### src/design/twsi_pkg.sv
`default_nettype none

package twsi_pkg;

    localparam logic [3:0] TAG_NUMBER = 4'd8;
    localparam logic [3:0] TAG_NAME   = 4'd1;

    localparam logic [31:0] NAME_MASK  = 32'hffff_fff0;
    localparam logic [31:0] NAME_COMMA = 32'hfc00_0000;
    localparam logic [31:0] NAME_FORTH = 32'hb189_6400;
    localparam logic [31:0] NAME_MACRO = 32'h8ac8_4c00;
    localparam logic [31:0] NAME_DOT   = 32'hea00_0000;
    localparam logic [31:0] NAME_ADD   = 32'hf600_0000;
    localparam logic [31:0] NAME_DIV   = 32'hee00_0000;
    localparam logic [31:0] NAME_SUB   = 32'he600_0000;
    localparam logic [31:0] NAME_MUL   = 32'hfa00_0000;
    localparam logic [31:0] NAME_DUP   = 32'hc19b_1000;
    localparam logic [31:0] NAME_ZAP   = 32'hecb8_8000;
    localparam logic [31:0] NAME_NIP   = 32'h67c4_0000;
    localparam logic [31:0] NAME_SWAP  = 32'h85d7_1000;
    localparam logic [31:0] NAME_OVER  = 32'h3c28_2000;
    localparam logic [31:0] NAME_LEAP  = 32'ha22e_2000;
    localparam logic [31:0] NAME_EQL   = 32'h4cf4_fe00;
    localparam logic [31:0] NAME_ZERO  = 32'hec82_7fc0;

    localparam logic [2:0] STATUS_DONE    = 3'd0;
    localparam logic [2:0] STATUS_IGNORED = 3'd1;
    localparam logic [2:0] STATUS_UNDER   = 3'd2;
    localparam logic [2:0] STATUS_OVER    = 3'd3;
    localparam logic [2:0] STATUS_DIVZERO = 3'd4;

    typedef enum logic [3:0] {
        OP_NONE,
        OP_NOP,
        OP_PUSH,
        OP_DOT,
        OP_ADD,
        OP_SUB,
        OP_MUL,
        OP_DIV,
        OP_DUP,
        OP_ZAP,
        OP_NIP,
        OP_SWAP,
        OP_OVER,
        OP_LEAP,
        OP_EQL,
        OP_ZERO
    } op_t;

    // One classified request: the operation and, for a number, the value to push.
    typedef struct packed {
        op_t         op;
        logic [31:0] value;
    } item_t;

endpackage

`default_nettype wire

### src/design/twsi_front.sv
`default_nettype none

module twsi_front (
    input  wire logic            clk,
    input  wire logic            rst_n,
    input  wire logic            src_valid,
    output logic                 src_stall,
    input  wire logic [31:0]     source_word,
    output logic                 item_valid,
    output twsi_pkg::item_t      item,
    input  wire logic            item_taken
);

    logic            item_valid_reg;
    twsi_pkg::item_t item_reg;
    twsi_pkg::item_t item_next;
    twsi_pkg::op_t   name_op;

    always_comb
    begin
        unique case (source_word & twsi_pkg::NAME_MASK)
            twsi_pkg::NAME_COMMA: name_op = twsi_pkg::OP_NOP;
            twsi_pkg::NAME_FORTH: name_op = twsi_pkg::OP_NOP;
            twsi_pkg::NAME_MACRO: name_op = twsi_pkg::OP_NOP;
            twsi_pkg::NAME_DOT:   name_op = twsi_pkg::OP_DOT;
            twsi_pkg::NAME_ADD:   name_op = twsi_pkg::OP_ADD;
            twsi_pkg::NAME_DIV:   name_op = twsi_pkg::OP_DIV;
            twsi_pkg::NAME_SUB:   name_op = twsi_pkg::OP_SUB;
            twsi_pkg::NAME_MUL:   name_op = twsi_pkg::OP_MUL;
            twsi_pkg::NAME_DUP:   name_op = twsi_pkg::OP_DUP;
            twsi_pkg::NAME_ZAP:   name_op = twsi_pkg::OP_ZAP;
            twsi_pkg::NAME_NIP:   name_op = twsi_pkg::OP_NIP;
            twsi_pkg::NAME_SWAP:  name_op = twsi_pkg::OP_SWAP;
            twsi_pkg::NAME_OVER:  name_op = twsi_pkg::OP_OVER;
            twsi_pkg::NAME_LEAP:  name_op = twsi_pkg::OP_LEAP;
            twsi_pkg::NAME_EQL:   name_op = twsi_pkg::OP_EQL;
            twsi_pkg::NAME_ZERO:  name_op = twsi_pkg::OP_ZERO;
            default:              name_op = twsi_pkg::OP_NONE;
        endcase
    end

    always_comb
    begin
        // A number is the word shifted right by five with its sign kept.
        item_next.value = {{5{source_word[31]}}, source_word[31:5]};
        unique case (source_word[3:0])
            twsi_pkg::TAG_NUMBER: item_next.op = twsi_pkg::OP_PUSH;
            twsi_pkg::TAG_NAME:   item_next.op = name_op;
            default:              item_next.op = twsi_pkg::OP_NONE;
        endcase
    end

    assign src_stall  = item_valid_reg && !item_taken;
    assign item_valid = item_valid_reg;
    assign item       = item_reg;

    always_ff @(posedge clk or negedge rst_n)
    begin
        if (!rst_n)
        begin
            item_valid_reg <= 1'b0;
        end
        else if (src_valid && !src_stall)
        begin
            item_valid_reg <= 1'b1;
        end
        else if (item_taken)
        begin
            item_valid_reg <= 1'b0;
        end
    end

    always_ff @(posedge clk)
    begin
        if (src_valid && !src_stall)
        begin
            item_reg <= item_next;
        end
    end

endmodule

`default_nettype wire

### src/design/twsi_queue.sv
`default_nettype none

module twsi_queue (
    input  wire logic            clk,
    input  wire logic            rst_n,
    input  wire logic            push,
    input  wire twsi_pkg::item_t push_item,
    output logic                 full,
    input  wire logic            pop,
    output logic                 not_empty,
    output twsi_pkg::item_t      head
);

    twsi_pkg::item_t entry_reg [2];
    logic            wr_ptr_reg;
    logic            rd_ptr_reg;
    logic [1:0]      count_reg;

    assign full      = (count_reg == 2'd2);
    assign not_empty = (count_reg != 2'd0);
    assign head      = entry_reg[rd_ptr_reg];

    always_ff @(posedge clk or negedge rst_n)
    begin
        if (!rst_n)
        begin
            wr_ptr_reg <= 1'b0;
            rd_ptr_reg <= 1'b0;
            count_reg  <= 2'd0;
        end
        else
        begin
            if (push)
            begin
                wr_ptr_reg <= !wr_ptr_reg;
            end
            if (pop)
            begin
                rd_ptr_reg <= !rd_ptr_reg;
            end
            if (push && !pop)
            begin
                count_reg <= count_reg + 2'd1;
            end
            else if (pop && !push)
            begin
                count_reg <= count_reg - 2'd1;
            end
        end
    end

    always_ff @(posedge clk)
    begin
        if (push)
        begin
            entry_reg[wr_ptr_reg] <= push_item;
        end
    end

endmodule

`default_nettype wire

### src/design/twsi_exec.sv
`default_nettype none

module twsi_exec #(
    parameter int STACK_DEPTH = 64
) (
    input  wire logic               clk,
    input  wire logic               rst_n,
    input  wire logic               q_valid,
    input  wire twsi_pkg::item_t    q_item,
    output logic                    q_pop,
    output logic                    res_valid,
    input  wire logic               res_stall,
    output logic [2:0]              status,
    output logic                    shown_valid,
    output logic signed [31:0]      shown_value,
    output logic [6:0]              depth,
    output logic signed [31:0]      top_value
);

    localparam int AW = $clog2(STACK_DEPTH);
    localparam int DW = $clog2(STACK_DEPTH + 1);
    localparam logic [4:0] DIV_LAST = 5'd31;

    typedef enum logic [3:0] {
        S_IDLE,
        S_READ_B,
        S_READ_C,
        S_EXEC,
        S_DIV,
        S_SIGN,
        S_WRITE,
        S_SWAP2,
        S_FINISH
    } state_t;

    function automatic logic [1:0] op_need(twsi_pkg::op_t op);
        logic [1:0] n;
        case (op) inside
            twsi_pkg::OP_DOT, twsi_pkg::OP_DUP, twsi_pkg::OP_ZAP,
            twsi_pkg::OP_ZERO:                                      n = 2'd1;
            twsi_pkg::OP_ADD, twsi_pkg::OP_SUB, twsi_pkg::OP_MUL,
            twsi_pkg::OP_DIV, twsi_pkg::OP_NIP, twsi_pkg::OP_SWAP,
            twsi_pkg::OP_OVER, twsi_pkg::OP_EQL:                    n = 2'd2;
            twsi_pkg::OP_LEAP:                                      n = 2'd3;
            default:                                                n = 2'd0;
        endcase
        return n;
    endfunction

    function automatic logic op_grows(twsi_pkg::op_t op);
        logic g;
        case (op) inside
            twsi_pkg::OP_PUSH, twsi_pkg::OP_DUP, twsi_pkg::OP_OVER,
            twsi_pkg::OP_LEAP: g = 1'b1;
            default:           g = 1'b0;
        endcase
        return g;
    endfunction

    logic [31:0]   stack_mem [STACK_DEPTH];
    logic [31:0]   rd_data_reg;
    logic [AW-1:0] rd_addr;
    logic          mem_we;
    logic [AW-1:0] mem_wa;
    logic [31:0]   mem_wd;

    state_t        state_reg;
    twsi_pkg::op_t op_reg;
    logic [DW-1:0] depth_reg;
    logic [31:0]   top_reg;
    logic [31:0]   b_reg;
    logic [31:0]   c_reg;
    logic [31:0]   alu_reg;
    logic [2:0]    stat_reg;
    logic          shown_valid_reg;
    logic [31:0]   shown_reg;

    logic [31:0]   quot_reg;
    logic [31:0]   rem_reg;
    logic [31:0]   dvs_reg;
    logic          neg_reg;
    logic [4:0]    cnt_reg;

    logic          res_valid_reg;
    logic [2:0]    res_status_reg;
    logic          res_shown_valid_reg;
    logic [31:0]   res_shown_reg;
    logic [6:0]    res_depth_reg;
    logic [31:0]   res_top_reg;

    logic [DW-1:0] dm1;
    logic [DW-1:0] dm2;
    logic [DW-1:0] dm3;
    logic [DW+6:0] depth_ext;
    logic          out_free;
    logic [1:0]    need;
    logic [31:0]   product;
    logic [32:0]   rem_shift;
    logic [33:0]   trial;

    assign dm1       = depth_reg - DW'(1);
    assign dm2       = depth_reg - DW'(2);
    assign dm3       = depth_reg - DW'(3);
    assign depth_ext = (DW + 7)'(depth_reg);
    assign out_free  = !res_valid_reg || !res_stall;
    assign need      = op_need(q_item.op);
    assign q_pop     = (state_reg == S_IDLE) && q_valid && out_free;
    assign product   = b_reg * top_reg;
    assign rem_shift = {rem_reg, quot_reg[31]};
    assign trial     = {1'b0, rem_shift} - {2'b00, dvs_reg};

    assign res_valid   = res_valid_reg;
    assign status      = res_status_reg;
    assign shown_valid = res_shown_valid_reg;
    assign shown_value = $signed(res_shown_reg);
    assign depth       = res_depth_reg;
    assign top_value   = $signed(res_top_reg);

    // The two operands below the top are fetched one per cycle.
    always_comb
    begin
        if (state_reg == S_READ_B)
        begin
            rd_addr = dm3[AW-1:0];
        end
        else
        begin
            rd_addr = dm2[AW-1:0];
        end
    end

    always_comb
    begin
        mem_we = 1'b0;
        mem_wa = dm2[AW-1:0];
        mem_wd = alu_reg;
        if (state_reg == S_WRITE)
        begin
            case (op_reg) inside
                twsi_pkg::OP_PUSH, twsi_pkg::OP_DUP, twsi_pkg::OP_OVER,
                twsi_pkg::OP_LEAP:
                begin
                    mem_we = 1'b1;
                    mem_wa = depth_reg[AW-1:0];
                end
                twsi_pkg::OP_ADD, twsi_pkg::OP_SUB, twsi_pkg::OP_MUL,
                twsi_pkg::OP_DIV, twsi_pkg::OP_NIP, twsi_pkg::OP_EQL:
                begin
                    mem_we = 1'b1;
                end
                twsi_pkg::OP_ZERO:
                begin
                    mem_we = 1'b1;
                    mem_wa = dm1[AW-1:0];
                end
                twsi_pkg::OP_SWAP:
                begin
                    mem_we = 1'b1;
                    mem_wd = top_reg;
                end
                default:
                begin
                    mem_we = 1'b0;
                end
            endcase
        end
        else if (state_reg == S_SWAP2)
        begin
            mem_we = 1'b1;
            mem_wa = dm1[AW-1:0];
        end
    end

    always_ff @(posedge clk)
    begin
        if (mem_we)
        begin
            stack_mem[mem_wa] <= mem_wd;
        end
        rd_data_reg <= stack_mem[rd_addr];
    end

    always_ff @(posedge clk or negedge rst_n)
    begin
        if (!rst_n)
        begin
            state_reg     <= S_IDLE;
            depth_reg     <= '0;
            top_reg       <= '0;
            res_valid_reg <= 1'b0;
        end
        else
        begin
            if (res_valid_reg && !res_stall)
            begin
                res_valid_reg <= 1'b0;
            end

            unique case (state_reg)
                S_IDLE:
                begin
                    if (q_valid && out_free)
                    begin
                        op_reg          <= q_item.op;
                        alu_reg         <= q_item.value;
                        shown_valid_reg <= 1'b0;
                        shown_reg       <= '0;
                        stat_reg        <= twsi_pkg::STATUS_DONE;
                        if (q_item.op == twsi_pkg::OP_NONE)
                        begin
                            stat_reg  <= twsi_pkg::STATUS_IGNORED;
                            state_reg <= S_FINISH;
                        end
                        else if (depth_reg < DW'(need))
                        begin
                            stat_reg  <= twsi_pkg::STATUS_UNDER;
                            state_reg <= S_FINISH;
                        end
                        else if (op_grows(q_item.op) && depth_reg == DW'(STACK_DEPTH))
                        begin
                            stat_reg  <= twsi_pkg::STATUS_OVER;
                            state_reg <= S_FINISH;
                        end
                        else if (q_item.op == twsi_pkg::OP_NOP)
                        begin
                            state_reg <= S_FINISH;
                        end
                        else if (q_item.op == twsi_pkg::OP_PUSH)
                        begin
                            state_reg <= S_WRITE;
                        end
                        else
                        begin
                            state_reg <= S_READ_B;
                        end
                    end
                end

                S_READ_B:
                begin
                    b_reg     <= (depth_reg >= DW'(2)) ? rd_data_reg : '0;
                    state_reg <= S_READ_C;
                end

                S_READ_C:
                begin
                    c_reg     <= (depth_reg >= DW'(3)) ? rd_data_reg : '0;
                    state_reg <= S_EXEC;
                end

                S_EXEC:
                begin
                    state_reg <= S_WRITE;
                    case (op_reg)
                        twsi_pkg::OP_ADD:  alu_reg <= b_reg + top_reg;
                        twsi_pkg::OP_SUB:  alu_reg <= b_reg - top_reg;
                        twsi_pkg::OP_MUL:  alu_reg <= product;
                        twsi_pkg::OP_NIP:  alu_reg <= top_reg;
                        twsi_pkg::OP_EQL:  alu_reg <= {31'd0, b_reg == top_reg};
                        twsi_pkg::OP_ZERO: alu_reg <= {31'd0, top_reg == 32'd0};
                        twsi_pkg::OP_DUP:  alu_reg <= top_reg;
                        twsi_pkg::OP_OVER: alu_reg <= b_reg;
                        twsi_pkg::OP_LEAP: alu_reg <= c_reg;
                        twsi_pkg::OP_SWAP: alu_reg <= b_reg;
                        twsi_pkg::OP_ZAP:  alu_reg <= b_reg;
                        twsi_pkg::OP_DOT:
                        begin
                            alu_reg         <= b_reg;
                            shown_valid_reg <= 1'b1;
                            shown_reg       <= top_reg;
                        end
                        twsi_pkg::OP_DIV:
                        begin
                            if (top_reg == 32'd0)
                            begin
                                stat_reg  <= twsi_pkg::STATUS_DIVZERO;
                                state_reg <= S_FINISH;
                            end
                            else
                            begin
                                // Divide magnitudes, then fix the sign.
                                quot_reg  <= b_reg[31] ? (32'd0 - b_reg) : b_reg;
                                dvs_reg   <= top_reg[31] ? (32'd0 - top_reg) : top_reg;
                                neg_reg   <= b_reg[31] ^ top_reg[31];
                                rem_reg   <= '0;
                                cnt_reg   <= '0;
                                state_reg <= S_DIV;
                            end
                        end
                        default:           alu_reg <= top_reg;
                    endcase
                end

                S_DIV:
                begin
                    if (!trial[33])
                    begin
                        rem_reg  <= trial[31:0];
                        quot_reg <= {quot_reg[30:0], 1'b1};
                    end
                    else
                    begin
                        rem_reg  <= rem_shift[31:0];
                        quot_reg <= {quot_reg[30:0], 1'b0};
                    end
                    cnt_reg <= cnt_reg + 5'd1;
                    if (cnt_reg == DIV_LAST)
                    begin
                        state_reg <= S_SIGN;
                    end
                end

                S_SIGN:
                begin
                    alu_reg   <= neg_reg ? (32'd0 - quot_reg) : quot_reg;
                    state_reg <= S_WRITE;
                end

                S_WRITE:
                begin
                    case (op_reg) inside
                        twsi_pkg::OP_PUSH, twsi_pkg::OP_DUP, twsi_pkg::OP_OVER,
                        twsi_pkg::OP_LEAP:
                        begin
                            depth_reg <= depth_reg + DW'(1);
                        end
                        twsi_pkg::OP_ADD, twsi_pkg::OP_SUB, twsi_pkg::OP_MUL,
                        twsi_pkg::OP_DIV, twsi_pkg::OP_NIP, twsi_pkg::OP_EQL,
                        twsi_pkg::OP_DOT, twsi_pkg::OP_ZAP:
                        begin
                            depth_reg <= dm1;
                        end
                        default:
                        begin
                            depth_reg <= depth_reg;
                        end
                    endcase
                    // Swap keeps the old top until its second write is done.
                    if (op_reg == twsi_pkg::OP_SWAP)
                    begin
                        state_reg <= S_SWAP2;
                    end
                    else
                    begin
                        top_reg   <= alu_reg;
                        state_reg <= S_FINISH;
                    end
                end

                S_SWAP2:
                begin
                    top_reg   <= alu_reg;
                    state_reg <= S_FINISH;
                end

                S_FINISH:
                begin
                    res_valid_reg       <= 1'b1;
                    res_status_reg      <= stat_reg;
                    res_shown_valid_reg <= shown_valid_reg;
                    res_shown_reg       <= shown_reg;
                    res_depth_reg       <= depth_ext[6:0];
                    res_top_reg         <= top_reg;
                    state_reg           <= S_IDLE;
                end

                default:
                begin
                    state_reg <= S_IDLE;
                end
            endcase
        end
    end

endmodule

`default_nettype wire

### src/design/tagged_word_stack_interpreter_core.sv
// Tagged word stack interpreter.
// Requests arrive on the src channel (src_valid, src_stall, source_word); each
// request is one 32-bit word whose low four bits are the tag. A number word is
// pushed; a known name word runs a primitive; anything else is reported ignored.
// Every request yields exactly one result on the res channel (res_valid,
// res_stall) carrying status, shown_valid/shown_value, depth and top_value.
// A front stage decodes the word and hands it through a two-entry queue to an
// execution unit that owns the stack memory, so the source side keeps moving
// while the execution unit works or the result waits to be taken.
// An ignored word, an error or a no-op goes straight to the result; a number is
// first written to the stack; a primitive fetches its operands, executes and
// writes back (swap writes twice, a divide by zero stops after executing), and
// a divide runs a one-bit-per-cycle restoring divider before its write. The
// stack memory has a single read port, so operands are fetched one per cycle.
// The execution unit takes one request at a time.
// Results come out in request order; while res_stall is high the result holds
// and the execution unit waits, and the queue then fills and raises src_stall.
// Reset empties the stack and the queue and drops any pending result.
`default_nettype none

module tagged_word_stack_interpreter_core #(
    parameter int STACK_DEPTH = 64
) (
    input  wire logic               clk,
    input  wire logic               rst_n,
    input  wire logic               src_valid,
    output logic                    src_stall,
    input  wire logic [31:0]        source_word,
    output logic                    res_valid,
    input  wire logic               res_stall,
    output logic [2:0]              status,
    output logic                    shown_valid,
    output logic signed [31:0]      shown_value,
    output logic [6:0]              depth,
    output logic signed [31:0]      top_value
);

    logic            item_valid;
    twsi_pkg::item_t item;
    logic            q_full;
    logic            q_push;
    logic            q_not_empty;
    logic            q_pop;
    twsi_pkg::item_t q_head;

    assign q_push = item_valid && !q_full;

    twsi_front u_front (
        .clk         (clk),
        .rst_n       (rst_n),
        .src_valid   (src_valid),
        .src_stall   (src_stall),
        .source_word (source_word),
        .item_valid  (item_valid),
        .item        (item),
        .item_taken  (!q_full)
    );

    twsi_queue u_queue (
        .clk       (clk),
        .rst_n     (rst_n),
        .push      (q_push),
        .push_item (item),
        .full      (q_full),
        .pop       (q_pop),
        .not_empty (q_not_empty),
        .head      (q_head)
    );

    twsi_exec #(
        .STACK_DEPTH (STACK_DEPTH)
    ) u_exec (
        .clk         (clk),
        .rst_n       (rst_n),
        .q_valid     (q_not_empty),
        .q_item      (q_head),
        .q_pop       (q_pop),
        .res_valid   (res_valid),
        .res_stall   (res_stall),
        .status      (status),
        .shown_valid (shown_valid),
        .shown_value (shown_value),
        .depth       (depth),
        .top_value   (top_value)
    );

endmodule

`default_nettype wire

### config.mk
export PLATFORM = sky130hd
export DESIGN_NAME = tagged_word_stack_interpreter_core
export DESIGN_NICKNAME = d
export VERILOG_FILES = /design/src/design/twsi_pkg.sv /design/src/design/twsi_front.sv /design/src/design/twsi_queue.sv /design/src/design/twsi_exec.sv /design/src/design/tagged_word_stack_interpreter_core.sv
export SDC_FILE = /design/constraint.sdc
export NUM_CORES = 2
export LEC_CHECK = 0
export ABC_CLOCK_PERIOD_IN_PS = 8280
export BUFFER_PORTS_ARGS = -buffer_cell sky130_fd_sc_hd__buf_2
export CAP_MARGIN = 10
export CORE_AREA = 5 5 398 693
export DETAILED_ROUTE_END_ITERATION = 7
export DIE_AREA = 0 0 403 698
export MAX_ROUTING_LAYER = met4
export REMOVE_ABC_BUFFERS = 1
export SLEW_MARGIN = 20
export SYNTH_ARGS = -nofsm -noshare
export SYNTH_HDL_FRONTEND = slang
export SYNTH_SLANG_ARGS = --single-unit
### constraint.sdc
create_clock -name clk -period 8.28 [get_ports clk]
set_clock_uncertainty 0.2 [all_clocks]
set_input_delay 0 -clock clk [delete_from_list [all_inputs] [get_ports clk]]
set_output_delay 0 -clock clk [all_outputs]
set_load 0.005 [all_outputs]
==> impl_metrics.sql <==
INSERT INTO impl_metrics (metric_group, metric, value, unit) VALUES
('status', 'status', 'finished, final reports clean', ''),
('routing', 'route.vias.total', '69850', ''),
('synthesis', 'yosys.area_share.simple', '6.166', '%'),
('floorplanning', 'core', '0.2693', 'mm2'),
('synthesis', 'number_of_standard_cells_after_synthesis', '7589', ''),
('synthesis', 'synth_cell_type_count', '98', ''),
('placed_design', 'final_estimated_routing_congestion_in_global_placement', '0.9956', ''),
('timing', 'max_slew.worst_pin.slew', '1.180', 'ns'),
('clock_network', 'cts_tree', 'built', ''),
('final_layout', 'drive_above_1_share', '19.51', '%'),
('placed_design', 'numPortBuffers', '112', ''),
('floorplanning', 'initial_utilization', '44.80', '%'),
('final_layout', 'num-nets-final', '8646', ''),
('clock_network', 'clockRootBuffer', 'sky130_fd_sc_hd__clkbuf_16', ''),
('timing', 'fin_crit_sh', '97.32', '%'),
('final_layout', 'layout.area.seq', '0.07556', 'mm2'),
('clock_network', 'clock_path_buffers', '4', ''),
('synthesis', 'synth-async-reset-ratio', '1.933', '%'),
('timing', 'final_period_minus_worst_setup_slack', '8.058', 'ns'),
('min_path', 'timing.hold.worst_endpoint', 'u_front.item[32]', ''),
('timing', 'final_hold_viol_count', '0', ''),
('routing', 'final_antenna_net_count', '0', ''),
('critical_path', 'crit-reg2reg-launch', 'u_exec.top_reg[3]', ''),
('clock_network', 'clkSlewWorstSetupHoldPaths', '0.07', 'ns'),
('routing', 'number_of_search_and_repair_iterations_in_the_first_detailed_routing_pass', '8', ''),
('critical_path', 'criticalPathCategory', 'flop to flop', ''),
('synthesis', 'post_synth_fa_ha_maj_area_fraction', '9.235', '%'),
('timing', 'final-setup-viol-count', '0', ''),
('critical_path', 'timing.critical_path.arrival', '8.44', 'ns'),
('floorplanning', 'count_of_boundary_i_o_pins', '113', ''),
('global_route', 'grt_start_max_net_pins', '112', ''),
('routing', 'route.final.wire_length', '392700', 'um'),
('synthesis', 'synth_edf_count', '2454', ''),
('routing', 'routed_vias_inst', '5.959', ''),
('final_layout', 'number_of_filler_cells_placed_in_the_layout', '22430', ''),
('clock_network', 'cts_post_setup_buffers_inserted', '0', ''),
('synthesis', 'yosys.area_share.xor_xnor', '1.684', '%'),
('final_layout', 'multi_input_area', '0.04250', 'mm2'),
('routing', 'drt_drc_violations_left', '0', ''),
('run', 'max_cap_violations', '0', ''),
('global_route', 'tot_gr_track_use', '28.51', '%'),
('synthesis', 'synth.mux.area_fraction', '11.87', '%'),
('final_layout', 'area.growth.synth_to_final', '13.18', '%'),
('synthesis', 'ys_seq_area_share', '62.63', '%'),
('synthesis', 'ys.flop_type', 'sky130_fd_sc_hd__edfxtp_1', ''),
('critical_path', 'critical_path.most_common_cell', 'sky130_fd_sc_hd__fa_1', ''),
('floorplanning', 'chipWidth', '403', 'um'),
('timing', 'slew_violations', '0', ''),
('min_path', 'min_path_cells', '4', ''),
('critical_path', 'critical_path.startpoint_type', 'flop', ''),
('synthesis', 'combinational_family_with_the_most_area_after_synthesis', 'multiplexers', ''),
('floorplanning', 'die_h', '698', 'um'),
('critical_path', 'crit_path_top_delay_cell', 'sky130_fd_sc_hd__fa_1', ''),
('critical_path', 'timing.reg2reg.worst_path_depth', '28', ''),
('timing', 'fmax', '124.1', 'MHz'),
('floorplanning', 'die_area', '0.2813', 'mm2'),
('synthesis', 'synthesized_flop_and_latch_total', '2535', ''),
('global_route', 'grt-ovfl-total', '0', ''),
('timing', 'grt_setup_unrepaired', 'false', ''),
('critical_path', 'r2r_setup_slack', '0.22', 'ns'),
('global_route', 'first_global_vias', '73820', ''),
('routing', 'drt_iter0_markers', '6092', ''),
('synthesis', 'synth.avg_cell_area', '15.90', 'um2'),
('global_route', 'global_route_wire_length_before_repair', '553300', 'um'),
('final_layout', 'fin_util', '50.71', '%'),
('critical_path', 'critical-path-max-stage-delay', '0.56', 'ns'),
('critical_path', 'path_delay_family', 'adder cells', ''),
('clock_network', 'clock_sinks', '2535', ''),
('min_path', 'hold_path_class', 'input pin to flop', ''),
('min_path', 'hold_path.startpoint', 'source_word[26]', ''),
('critical_path', 'critPathBufInv', '8', '');
## per-stage QoR
step | setup TNS (ns) | hold slack, ns | cells | cell area (um2) | setup WS, ns
2_1_floorplan | -1078.17 | -0.4956 | 7156 | 118900 | -32.56
3_3_place_gp | 0 | -0.03266 | 11220 | 128100 | 0.1831
3_5_place_dp | 0 | -0.03020 | 11220 | 128100 | 0.07833
4_1_cts | 0 | 0.02239 | 11710 | 136500 | 0.04201
5_1_grt | 0 | 0.08702 | 11720 | 136500 | 0.02506
6_report | 0 | 0.1117 | 11720 | 136500 | 0.2220
## cell type report
type	count	share of cell area, %
flip-flops and latches	2535	55.34
repair buffers	577	3.284
diodes	15	0.02749
multi-input cells	4121	31.13
well taps	3556	3.259
clock buffers	275	4.431
clock inverters	143	1.161
inverters	500	1.375
## cell usage after synthesis (15+ instances only)
cell / instances / area, um2
sky130_fd_sc_hd__edfxtp_1: 2454 / 73690
sky130_fd_sc_hd__mux4_2: 544 / 12250
sky130_fd_sc_hd__inv_1: 496 / 1862
sky130_fd_sc_hd__nand2_1: 471 / 1768
sky130_fd_sc_hd__fa_1: 411 / 8228
sky130_fd_sc_hd__a21oi_1: 305 / 1526
sky130_fd_sc_hd__nor2_1: 303 / 1137
sky130_fd_sc_hd__and2_1: 302 / 1889
sky130_fd_sc_hd__clkbuf_1: 301 / 1130
sky130_fd_sc_hd__ha_1: 232 / 2903
sky130_fd_sc_hd__o21ai_0: 174 / 870.8
sky130_fd_sc_hd__mux2i_1: 166 / 1662
sky130_fd_sc_hd__a211oi_1: 156 / 1171
sky130_fd_sc_hd__xnor2_1: 153 / 1340
sky130_fd_sc_hd__nor2b_1: 146 / 913.4
sky130_fd_sc_hd__buf_2: 86 / 430.4
sky130_fd_sc_hd__xor2_1: 79 / 691.9
sky130_fd_sc_hd__nand3_1: 58 / 290.3
sky130_fd_sc_hd__dfrtp_1: 49 / 1226
sky130_fd_sc_hd__nor3_1: 46 / 230.2
sky130_fd_sc_hd__buf_1: 42 / 157.7
sky130_fd_sc_hd__a21o_1: 39 / 292.8
sky130_fd_sc_hd__o31ai_1: 39 / 292.8
sky130_fd_sc_hd__nand2b_1: 37 / 231.5
sky130_fd_sc_hd__mux2_2: 35 / 394.1
sky130_fd_sc_hd__o221ai_1: 35 / 306.5
sky130_fd_sc_hd__dfxtp_1: 32 / 640.6
sky130_fd_sc_hd__o21ai_1: 26 / 130.1
sky130_fd_sc_hd__nor4_1: 25 / 156.4
sky130_fd_sc_hd__a221oi_1: 24 / 210.2
sky130_fd_sc_hd__a31oi_1: 20 / 125.1
sky130_fd_sc_hd__a222oi_1: 19 / 190.2
sky130_fd_sc_hd__o21bai_1: 19 / 142.6
sky130_fd_sc_hd__and3_1: 16 / 100.1
sky130_fd_sc_hd__nand4_1: 16 / 100.1
sky130_fd_sc_hd__or3_1: 16 / 100.1
sky130_fd_sc_hd__o21a_1: 15 / 112.6
sky130_fd_sc_hd__or4_1: 15 / 112.6
## worst max path at each step
stage,start,endpoint,slack (ns),cells past startpoint
5_1_grt,u_exec.top_reg[3],u_exec.alu_reg[21],0.03,28
2_1_floorplan,u_exec.depth_reg[0],u_exec.rd_data_reg[22],-32.56,8
6_report,u_exec.top_reg[3],u_exec.alu_reg[21],0.22,28
3_3_place_gp,u_exec.top_reg[3],u_exec.alu_reg[21],0.18,28
4_1_cts,u_exec.top_reg[3],u_exec.alu_reg[21],0.04,28
3_5_place_dp,u_exec.top_reg[3],u_exec.alu_reg[21],0.08,28
## worst reg2reg max path: cells and delay by family (launching register included)
family                     cells  cell delay, ns
DFF                            1            0.46
xor gates and xnor gates       1            0.39
and+or+nand+nor                2            0.49
AOI/OAI and AO/OA              8            1.58
buffers and inverters          8            0.97
adders and majority gates      9            3.68
## kinds of logic after synthesis
kind of cell | Yosys count
multiplexers | 746
AND/OR/NAND/NOR | 1502
AO/OA/AOI/OAI | 997
buffers and inverters | 933
flip-flops | 2535
adder cells (fa/ha/maj) | 644
XOR/XNOR | 232
## layout by cell type, fill, tap and decap left out, types with 39 or more instances in the layout
cell	Yosys	routed
sky130_fd_sc_hd__dlygate4sd3_1	0	70
sky130_fd_sc_hd__mux4_2	544	544
sky130_fd_sc_hd__and2_1	302	302
sky130_fd_sc_hd__clkinv_1	1	39
sky130_fd_sc_hd__fa_1	411	411
sky130_fd_sc_hd__edfxtp_1	2454	2454
sky130_fd_sc_hd__xor2_1	79	78
sky130_fd_sc_hd__o21ai_0	174	143
sky130_fd_sc_hd__nand3_1	58	55
sky130_fd_sc_hd__nor2_4	0	64
sky130_fd_sc_hd__nor3_1	46	39
sky130_fd_sc_hd__buf_4	4	373
sky130_fd_sc_hd__nand2_1	471	471
sky130_fd_sc_hd__nor2b_1	146	146
sky130_fd_sc_hd__nor2_1	303	234
sky130_fd_sc_hd__clkbuf_16	0	234
sky130_fd_sc_hd__dfrtp_1	49	47
sky130_fd_sc_hd__xnor2_1	153	149
sky130_fd_sc_hd__ha_1	232	232
sky130_fd_sc_hd__o31ai_1	39	39
sky130_fd_sc_hd__buf_2	86	112
sky130_fd_sc_hd__a211oi_1	156	156
sky130_fd_sc_hd__inv_1	496	496
sky130_fd_sc_hd__mux2i_1	166	164
sky130_fd_sc_hd__a21o_1	39	39
sky130_fd_sc_hd__a21oi_1	305	302
## repair_timing
item | 4_1_cts | 5_1_grt
gates resized for setup | 0 | 2
endpoints found under the hold margin | 157 | 0
endpoints found under the setup margin | 0 | 1
hold buffers | 71 | 0
## per-layer routing
metal / global-route usage, % / share of wire [%]
met1: 29.92 / 34
met2: 50.70 / 54
met3: 3.138 / 4.2
met4: 18.58 / 8.3
met5: - / 0
Power is not shown: default switching activity piles up to over one toggle a cycle in this logic, so the estimate is an artifact.
